**config.mk**
```make
export PLATFORM = sky130hd
export DESIGN_NAME = traffic_storm_limiter_core
export DESIGN_NICKNAME = d
export VERILOG_FILES = /design/src/rtl/tsl_pkg.sv /design/src/rtl/tsl_regs.sv /design/src/rtl/tsl_engine.sv /design/src/rtl/traffic_storm_limiter_core.sv
export SDC_FILE = /design/constraint.sdc
export NUM_CORES = 1
export LEC_CHECK = 0
export ABC_AREA = 1
export BUFFER_PORTS_ARGS = -buffer_cell sky130_fd_sc_hd__buf_2
export CAP_MARGIN = 25
export CORE_ASPECT_RATIO = 0.9
export CORE_MARGIN = 2
export CORE_UTILIZATION = 40
export CTS_BUF_LIST = sky130_fd_sc_hd__clkbuf_4 sky130_fd_sc_hd__clkbuf_8 sky130_fd_sc_hd__clkbuf_16
export CTS_CLUSTER_DIAMETER = 60
export DETAILED_ROUTE_END_ITERATION = 16
export GPL_ROUTABILITY_DRIVEN = 0
export GPL_TIMING_DRIVEN = 0
export HOLD_SLACK_MARGIN = 0.02
export PLACE_DENSITY = 0.6
export SLEW_MARGIN = 20
export SYNTH_ARGS = -nofsm -noshare
export SYNTH_HDL_FRONTEND = slang
export SYNTH_HIERARCHICAL = 1
export SYNTH_SLANG_ARGS = --single-unit
```
**constraint.sdc**
```tcl
create_clock -name clock -period 4.89 [get_ports clock]
set_clock_uncertainty 0.2 [all_clocks]
set_input_delay 0.489 -clock clock [delete_from_list [all_inputs] [get_ports clock]]
set_output_delay 0.489 -clock clock [all_outputs]
set_load 0.01 [all_outputs]
```
**src/rtl/tsl_pkg.sv**
```systemverilog
`timescale 1ns / 1ps
`default_nettype none

package tsl_pkg;

   // Fixed field widths
   localparam int THRESH_W      = 24;
   localparam int TICK_W        = 16;
   localparam int OUT_COUNT_W   = 24;
   localparam int CSR_ADDR_W    = 4;
   localparam int CSR_DATA_W    = 32;

   // Default width of the interval counter
   localparam int COUNT_WIDTH_DEF = 24;

   localparam logic [TICK_W-1:0] INTERVAL_RESET = 16'd1000;

   // Register indexes (byte address bits [3:2])
   localparam logic [1:0] REG_TRAFFIC_MODE   = 2'd0;
   localparam logic [1:0] REG_HIGH_THRESHOLD = 2'd1;
   localparam logic [1:0] REG_LOW_THRESHOLD  = 2'd2;
   localparam logic [1:0] REG_INTERVAL_TICKS = 2'd3;

   // Controlled traffic class
   localparam logic [1:0] MODE_NONE      = 2'd0;
   localparam logic [1:0] MODE_BCAST     = 2'd1;
   localparam logic [1:0] MODE_MCAST     = 2'd2;
   localparam logic [1:0] MODE_UNK_UCAST = 2'd3;

   // Packet kinds
   localparam logic [1:0] KIND_BCAST = 2'd0;
   localparam logic [1:0] KIND_MCAST = 2'd1;

   // Item actions
   localparam logic ACT_PACKET = 1'b0;
   localparam logic ACT_TICK   = 1'b1;

   typedef struct packed {
      logic       action;
      logic       on_watched_port;
      logic [1:0] packet_kind;
      logic       route_miss;
   } req_type;

   typedef struct packed {
      logic                   drop;
      logic                   blocking;
      logic [OUT_COUNT_W-1:0] interval_count;
   } rsp_type;

   typedef struct packed {
      logic [1:0]          traffic_mode;
      logic [THRESH_W-1:0] high_threshold;
      logic [THRESH_W-1:0] release_level;
      logic [TICK_W-1:0]   interval_ticks;
   } tsl_cfg_type;

endpackage

`default_nettype wire

```
**src/rtl/tsl_regs.sv**
```systemverilog
`timescale 1ns / 1ps
`default_nettype none

module tsl_regs (
   input  logic                             clock,
   input  logic                             reset,
   input  logic                             csr_psel,
   input  logic                             csr_penable,
   input  logic                             csr_pwrite,
   input  logic [tsl_pkg::CSR_ADDR_W-1:0]   csr_paddr,
   input  logic [tsl_pkg::CSR_DATA_W-1:0]   csr_pwdata,
   output logic [tsl_pkg::CSR_DATA_W-1:0]   csr_prdata,
   output logic                             csr_pready,
   output tsl_pkg::tsl_cfg_type             cfg
);
   import tsl_pkg::*;

   logic [1:0]          traffic_mode_ff,   traffic_mode_in;
   logic [THRESH_W-1:0] high_threshold_ff, high_threshold_in;
   logic [THRESH_W-1:0] release_level_ff,  release_level_in;
   logic [TICK_W-1:0]   interval_ticks_ff, interval_ticks_in;
   logic                wr_en;
   logic [1:0]          reg_idx;

   assign csr_pready = 1'b1;
   assign wr_en      = csr_psel & csr_penable & csr_pwrite;
   assign reg_idx    = csr_paddr[3:2];

   always_comb begin
      traffic_mode_in   = traffic_mode_ff;
      high_threshold_in = high_threshold_ff;
      release_level_in  = release_level_ff;
      interval_ticks_in = interval_ticks_ff;
      if (wr_en) begin
         case (reg_idx)
            REG_TRAFFIC_MODE:   traffic_mode_in   = csr_pwdata[1:0];
            REG_HIGH_THRESHOLD: high_threshold_in = csr_pwdata[THRESH_W-1:0];
            REG_LOW_THRESHOLD:  release_level_in  = csr_pwdata[THRESH_W-1:0];
            REG_INTERVAL_TICKS: interval_ticks_in = csr_pwdata[TICK_W-1:0];
            default: ;
         endcase
      end
   end

   always_ff @(posedge clock) begin
      if (reset) begin
         traffic_mode_ff   <= MODE_NONE;
         high_threshold_ff <= '0;
         release_level_ff  <= '0;
         interval_ticks_ff <= INTERVAL_RESET;
      end else begin
         traffic_mode_ff   <= traffic_mode_in;
         high_threshold_ff <= high_threshold_in;
         release_level_ff  <= release_level_in;
         interval_ticks_ff <= interval_ticks_in;
      end
   end

   always_comb begin
      case (reg_idx)
         REG_TRAFFIC_MODE:   csr_prdata = CSR_DATA_W'(traffic_mode_ff);
         REG_HIGH_THRESHOLD: csr_prdata = CSR_DATA_W'(high_threshold_ff);
         REG_LOW_THRESHOLD:  csr_prdata = CSR_DATA_W'(release_level_ff);
         REG_INTERVAL_TICKS: csr_prdata = CSR_DATA_W'(interval_ticks_ff);
         default:            csr_prdata = '0;
      endcase
   end

   assign cfg.traffic_mode   = traffic_mode_ff;
   assign cfg.high_threshold = high_threshold_ff;
   assign cfg.release_level  = release_level_ff;
   assign cfg.interval_ticks = interval_ticks_ff;

endmodule

`default_nettype wire

```
**src/rtl/tsl_engine.sv**
```systemverilog
`timescale 1ns / 1ps
`default_nettype none

module tsl_engine #(
   parameter int COUNT_WIDTH = tsl_pkg::COUNT_WIDTH_DEF
) (
   input  logic                 clock,
   input  logic                 reset,
   input  logic                 advance,
   input  tsl_pkg::req_type     item,
   input  tsl_pkg::tsl_cfg_type cfg,
   output tsl_pkg::rsp_type     result
);
   import tsl_pkg::*;

   localparam int CMP_W = (COUNT_WIDTH > THRESH_W) ? COUNT_WIDTH : THRESH_W;

   logic [COUNT_WIDTH-1:0] window_count_ff, window_count_in;
   logic                   blocking_ff,     blocking_in;
   logic                   timer_running_ff, timer_running_in;
   logic [TICK_W-1:0]      tick_count_ff,   tick_count_in;

   logic              class_match;
   logic              counted;
   logic [TICK_W:0]   tick_inc;
   logic [TICK_W-1:0] limit;
   logic [CMP_W-1:0]  count_ext;
   logic [CMP_W-1:0]  count_out;

   always_comb begin
      case (cfg.traffic_mode)
         MODE_BCAST:     class_match = (item.packet_kind == KIND_BCAST);
         MODE_MCAST:     class_match = (item.packet_kind == KIND_MCAST);
         MODE_UNK_UCAST: class_match = (item.packet_kind != KIND_BCAST) &&
                                       (item.packet_kind != KIND_MCAST) &&
                                       item.route_miss;
         default:        class_match = 1'b0;
      endcase
   end

   assign counted   = (item.action == ACT_PACKET) & item.on_watched_port & class_match;
   assign limit     = (cfg.interval_ticks == '0) ? TICK_W'(1) : cfg.interval_ticks;
   assign tick_inc  = {1'b0, tick_count_ff} + 1'b1;
   assign count_ext = CMP_W'(window_count_ff);

   always_comb begin
      window_count_in  = window_count_ff;
      blocking_in      = blocking_ff;
      timer_running_in = timer_running_ff;
      tick_count_in    = tick_count_ff;
      if (counted) begin
         if (!timer_running_ff && !blocking_ff) begin
            timer_running_in = 1'b1;
            tick_count_in    = '0;
         end
         if (window_count_ff != '1) begin
            window_count_in = window_count_ff + 1'b1;
         end
      end else if (item.action == ACT_TICK && timer_running_ff) begin
         if (tick_inc >= {1'b0, limit}) begin
            // interval over: apply hysteresis and restart the count
            tick_count_in = '0;
            if (!blocking_ff) begin
               blocking_in = (count_ext >= CMP_W'(cfg.high_threshold));
            end else begin
               blocking_in = !(count_ext < CMP_W'(cfg.release_level));
            end
            window_count_in = '0;
         end else begin
            tick_count_in = tick_inc[TICK_W-1:0];
         end
      end
   end

   always_ff @(posedge clock) begin
      if (reset) begin
         window_count_ff  <= '0;
         blocking_ff      <= 1'b0;
         timer_running_ff <= 1'b0;
         tick_count_ff    <= '0;
      end else if (advance) begin
         window_count_ff  <= window_count_in;
         blocking_ff      <= blocking_in;
         timer_running_ff <= timer_running_in;
         tick_count_ff    <= tick_count_in;
      end
   end

   assign count_out             = CMP_W'(window_count_in);
   assign result.drop           = counted & blocking_ff;
   assign result.blocking       = blocking_in;
   assign result.interval_count = count_out[OUT_COUNT_W-1:0];

endmodule

`default_nettype wire

```
**src/rtl/traffic_storm_limiter_core.sv**
```systemverilog
`timescale 1ns / 1ps
`default_nettype none

// An accepted beat waits in the input stage, then moves to the result stage and rsp_
// once that stage is empty or draining. Throughput: one beat per cycle on both channels
// while rsp_stall is low; set by the single state update (counter increment and one
// threshold compare) between input and result register. Reset (synchronous, active
// high) empties both stages, clears count, blocking, timer and tick count, and loads
// the registers with mode none, thresholds zero and an interval of 1000 ticks.
module traffic_storm_limiter_core #(
   parameter int COUNT_WIDTH = tsl_pkg::COUNT_WIDTH_DEF
) (
   input  logic                           clock,
   input  logic                           reset,
   // item channel
   input  logic                           req_valid,
   output logic                           req_stall,
   input  tsl_pkg::req_type               req_data,
   // result channel
   output logic                           rsp_valid,
   input  logic                           rsp_stall,
   output tsl_pkg::rsp_type               rsp_data,
   // register port
   input  logic                           csr_psel,
   input  logic                           csr_penable,
   input  logic                           csr_pwrite,
   input  logic [tsl_pkg::CSR_ADDR_W-1:0] csr_paddr,
   input  logic [tsl_pkg::CSR_DATA_W-1:0] csr_pwdata,
   output logic [tsl_pkg::CSR_DATA_W-1:0] csr_prdata,
   output logic                           csr_pready
);
   import tsl_pkg::*;

   tsl_cfg_type cfg;

   // input stage
   logic    in_valid_ff, in_valid_in;
   req_type in_data_ff;
   // result stage
   logic    out_valid_ff, out_valid_in;
   rsp_type out_data_ff;
   rsp_type result;

   logic req_take;
   logic advance;

   tsl_regs u_regs (
      .clock       (clock),
      .reset       (reset),
      .csr_psel    (csr_psel),
      .csr_penable (csr_penable),
      .csr_pwrite  (csr_pwrite),
      .csr_paddr   (csr_paddr),
      .csr_pwdata  (csr_pwdata),
      .csr_prdata  (csr_prdata),
      .csr_pready  (csr_pready),
      .cfg         (cfg)
   );

   // Advance the held beat whenever the result register is empty or being drained.
   assign advance   = in_valid_ff & (~out_valid_ff | ~rsp_stall);
   // Stall only when both stages are full and the sink holds off.
   assign req_stall = in_valid_ff & ~advance;
   assign req_take  = req_valid & ~req_stall;

   assign in_valid_in  = req_take | (in_valid_ff & ~advance);
   assign out_valid_in = advance  | (out_valid_ff & rsp_stall);

   tsl_engine #(
      .COUNT_WIDTH (COUNT_WIDTH)
   ) u_engine (
      .clock   (clock),
      .reset   (reset),
      .advance (advance),
      .item    (in_data_ff),
      .cfg     (cfg),
      .result  (result)
   );

   always_ff @(posedge clock) begin
      if (reset) begin
         in_valid_ff  <= 1'b0;
         out_valid_ff <= 1'b0;
      end else begin
         in_valid_ff  <= in_valid_in;
         out_valid_ff <= out_valid_in;
      end
   end

   // Payload registers: capture on handshake, hold otherwise.
   always_ff @(posedge clock) begin
      if (req_take) begin
         in_data_ff <= req_data;
      end
      if (advance) begin
         out_data_ff <= result;
      end
   end

   assign rsp_valid = out_valid_ff;
   assign rsp_data  = out_data_ff;

endmodule

`default_nettype wire

```
==> summary.txt <==
Worst setup path
  – Critical R2R Launch: u_engine/tick_count_ff[0]
  – Crit Reg-Reg Endpoint: u_engine/tick_count_ff[9]
  – Reg2Reg Setup Slack: 1.43 ns
  – Worst Path Max Fanout: 10
  – Endpoint class of the critical path: flop
  – Critical path required time: 5.04 ns
  – Crit path kind: reg2reg
  – Critical path arrival: 3.61 ns
  – Worst r2r path cells: 22
  – Startpoint Class: flop

Synth
  – Complex-gate fraction of the synthesized area: 5.64%
  – #FFs+latches synth: 141
  – Post-Synth XOR/XNOR Area: 1.49%
  – Synth unique cells: 43
  – Post-Synth Adder-Cell Area: 9.19%
  – Post-synthesis cell count: 1277
  – Syn. warnings: 6
  – Synthesized area per cell: 6.93 um^2
  – Cell Area, Synth: 8850 um^2
  – Synth Area in Simple Gates: 36.4%
  – Post-synthesis mux area share: 0%
  – Post-synthesis sequential area ratio: 35.4%
  – Largest family of logic cells by synthesized area: simple AND/OR/NAND/NOR gates

Clocking
  – Num Clock Sinks: 141
  – Cts bufs inserted: 17
  – CTS tree: built
  – Post-CTS Hold Fix Bufs: 1
  – Post-CTS Setup Bufs: 0
  – Cts repair resizes: 0
  – Htree depth: 4
  – CTS Buffer Depth: 2
  – CTS root buf: clkbuf_16
  – Clk pin slew, worst setup/hold paths: 0.06 ns
  – Clock latency on the worst-skew pair: 0.43 ns

STA
  – Final min period: 3.46 ns
  – F_max: 289 MHz
  – Setup violators final: 0
  – Final total negative setup slack: 0 ns
  – Worst slew pin tran: 0.606 ns
  – Final Hold Slack: 0.0372 ns
  – Slew Viols, Final: 0
  – Fin crit share: 70.7%
  – RSZ-0062 raised after global routing: no
  – Slew HR: 59.6%
  – Setup ws final: 1.43 ns
  – Hold Fails Final Rpt: 0

Placed design
  – Post-Place Cell Area: 9720 um^2
  – Place WS: 1.43 ns
  – PortBufs: 89
  – Total placed cells including tap cells: 1665
  – DP Wirelength: 19.5 mm

Global route
  – GRT overflow: 0
  – First-pass GRT wire length: 40.2 mm
  – Largest net degree at the start of global routing: 26
  – Initial antenna violation count: 0
  – Tot GR Track Use: 21.7%
  – Vias in the first global route: 7664

Route
  – Via count: 8267
  – Post-DRT Antenna Nets: 0
  – Routed WL per cell: 14.7 um
  – Initial DRT Pass Iterations: 7
  – DR vias/cell: 4.86
  – Drt drc: 0
  – WL final: 25.0 mm
  – Initial drt markers: 513

Worst hold path
  – Min-delay src: req_data[1]
  – HP Class: in2reg
  – Hold Path Depth: 1
  – WHS Endpoint: in_data_ff[1]

Pwr
  – VDD IR max: 0.220 mV
  – Total Power: 3.01 mW
  – Leak: 5.05 nW
  – Power per cell area: 290 nW/um^2

Outcome
  – Outcome: finished clean

Job
  – Max cap viols: 0

Layout
  – Most frequent cells in the layout: nand2_1 (339), inv_1 (187), nor2_1 (165)
  – Final #Nets: 1510
  – Layout cells sized above 1: 15.6%
  – Layout Utilization: 47.9%
  – Finished Layout Cells: 1701
  – Layout Area Growth over Synthesis: 17.4%
  – Number of antenna repair diodes: 0
  – Fin area: 10400 um^2
  – Most common cell after layout, fill and taps aside: nand2_1

Floorplanning
  – Die area: 23300 um^2
  – # rows: 51
  – Die Ht: 145 um
  – I/O pin total: 109
  – Initial Util: 40.8%
  – Core Area: 21700 um^2
  – Die Wd: 161 um
==> Yosys cell counts <==
cell / count / area share, %
a31oi_1: 1 / 0.071
nand4_2: 1 / 0.14
nor3_1: 5 / 0.28
buf_4: 18 / 1.5
o21bai_1: 1 / 0.085
nand4_1: 20 / 1.4
edfxtp_1: 31 / 11
xnor2_1: 3 / 0.30
nor4_1: 4 / 0.28
and3_1: 1 / 0.071
nand2_1: 339 / 14
nand3b_1: 1 / 0.085
nand3_1: 128 / 7.2
o21ai_1: 1 / 0.057
o21ai_0: 12 / 0.68
buf_6: 4 / 0.51
or2_1: 2 / 0.14
nor3_4: 2 / 0.37
a21oi_2: 2 / 0.20
buf_1: 4 / 0.17
inv_2: 5 / 0.21
a21oi_1: 71 / 4.0
nand2_2: 4 / 0.28
nor3_2: 4 / 0.45
nor4_2: 2 / 0.28
nand3_2: 19 / 2.1
a41o_1: 1 / 0.11
nor4_4: 1 / 0.24
nand3b_2: 1 / 0.13
dfxtp_1: 110 / 25
nand2_4: 2 / 0.25
and2_1: 1 / 0.071
conb_1: 2 / 0.085
xor2_1: 12 / 1.2
inv_1: 187 / 7.9
ha_1: 65 / 9.2
clkbuf_1: 8 / 0.34
nor2_1: 165 / 7.0
nor2_4: 4 / 0.51
a21o_1: 1 / 0.085
nor2_2: 8 / 0.57
o21a_1: 4 / 0.34
buf_2: 20 / 1.1
==> worst max-delay path, stage by stage (launching register included) <==
cell     delay (ns)
dfxtp_1        0.39
ha_1           0.21
nand2_1        0.13
nor4_4         0.22
nand2_2        0.11
nor2_2         0.14
xnor2_1        0.13
inv_1          0.09
ha_1           0.31
nand2_1        0.09
inv_1          0.04
nand2_1        0.05
nand2_1        0.05
a21oi_1        0.15
nand2_1        0.07
nand2_1        0.06
nand2_1        0.05
nand2_2        0.07
nand2_4        0.09
nor3_4         0.35
buf_6          0.21
nand2_1        0.05
a21oi_1        0.12
==> sequential cells by signal (all words and copies together), names as in the netlist <==
register / flops
rsp_data: 26
u_engine/count_ext: 24
u_regs/high_threshold_ff: 24
u_regs/release_level_ff: 24
u_engine/tick_count_ff: 16
u_regs/interval_ticks_ff: 16
in_data_ff: 5
u_regs/traffic_mode_ff: 2
in_valid_ff: 1
rsp_valid: 1
u_engine/blocking_ff: 1
u_engine/timer_running_ff: 1
==> metal layers <==
layer / GRT usage (%) / up-vias / wire, um
met3: 3.89 / 27 / 1430
met4: 5.89 / 0 / 461
li1: - / 4274 / -
met1: 30.5 / 3739 / 12000
met5: 0 / - / 0
met2: 34.4 / 227 / 11100
==> final cells by class <==
cell class / count / area (um^2)
Buffer: 54 / 325
Clock buffer: 23 / 529
Clock inverter: 9 / 95.1
Fill cell: 2330 / 11300
Inverter: 192 / 721
Multi-Input combinational cell: 897 / 4700
Sequential cell: 141 / 3130
Tap cell: 291 / 364
Timing Repair Buffer: 94 / 513
==> worst max-delay path by stage <==
stage	start	end	slack (ns)	cells after the start
floorplan	rsp_stall	u_engine/tick_count_ff[6]	1.34	7
global placement	rsp_stall	u_engine/tick_count_ff[13]	-0.006	8
detailed placement	u_engine/tick_count_ff[0]	u_engine/tick_count_ff[9]	1.43	22
CTS	u_engine/tick_count_ff[0]	u_engine/tick_count_ff[9]	1.41	22
global route	u_engine/tick_count_ff[0]	u_engine/tick_count_ff[14]	1.10	19
finish	u_engine/tick_count_ff[0]	u_engine/tick_count_ff[9]	1.43	22
==> power breakdown <==
part           switching (mW)  internal [mW]
Clock                   0.526          0.822
Sequential             0.0502           1.23
Combinational           0.235          0.144
Total                   0.811           2.20
==> logic make-up (layout without fill, tap and decap cells) <==
logic type	count (synthesis)	count (layout)
adders and majority gates	65	65
and+or+nand+nor	714	714
AOI/OAI and AO/OA	94	94
DFF	141	141
buffers and inverters	246	372
other	2	9
xor gates and xnor gates	15	15
Power figures use the tool's default switching activity.
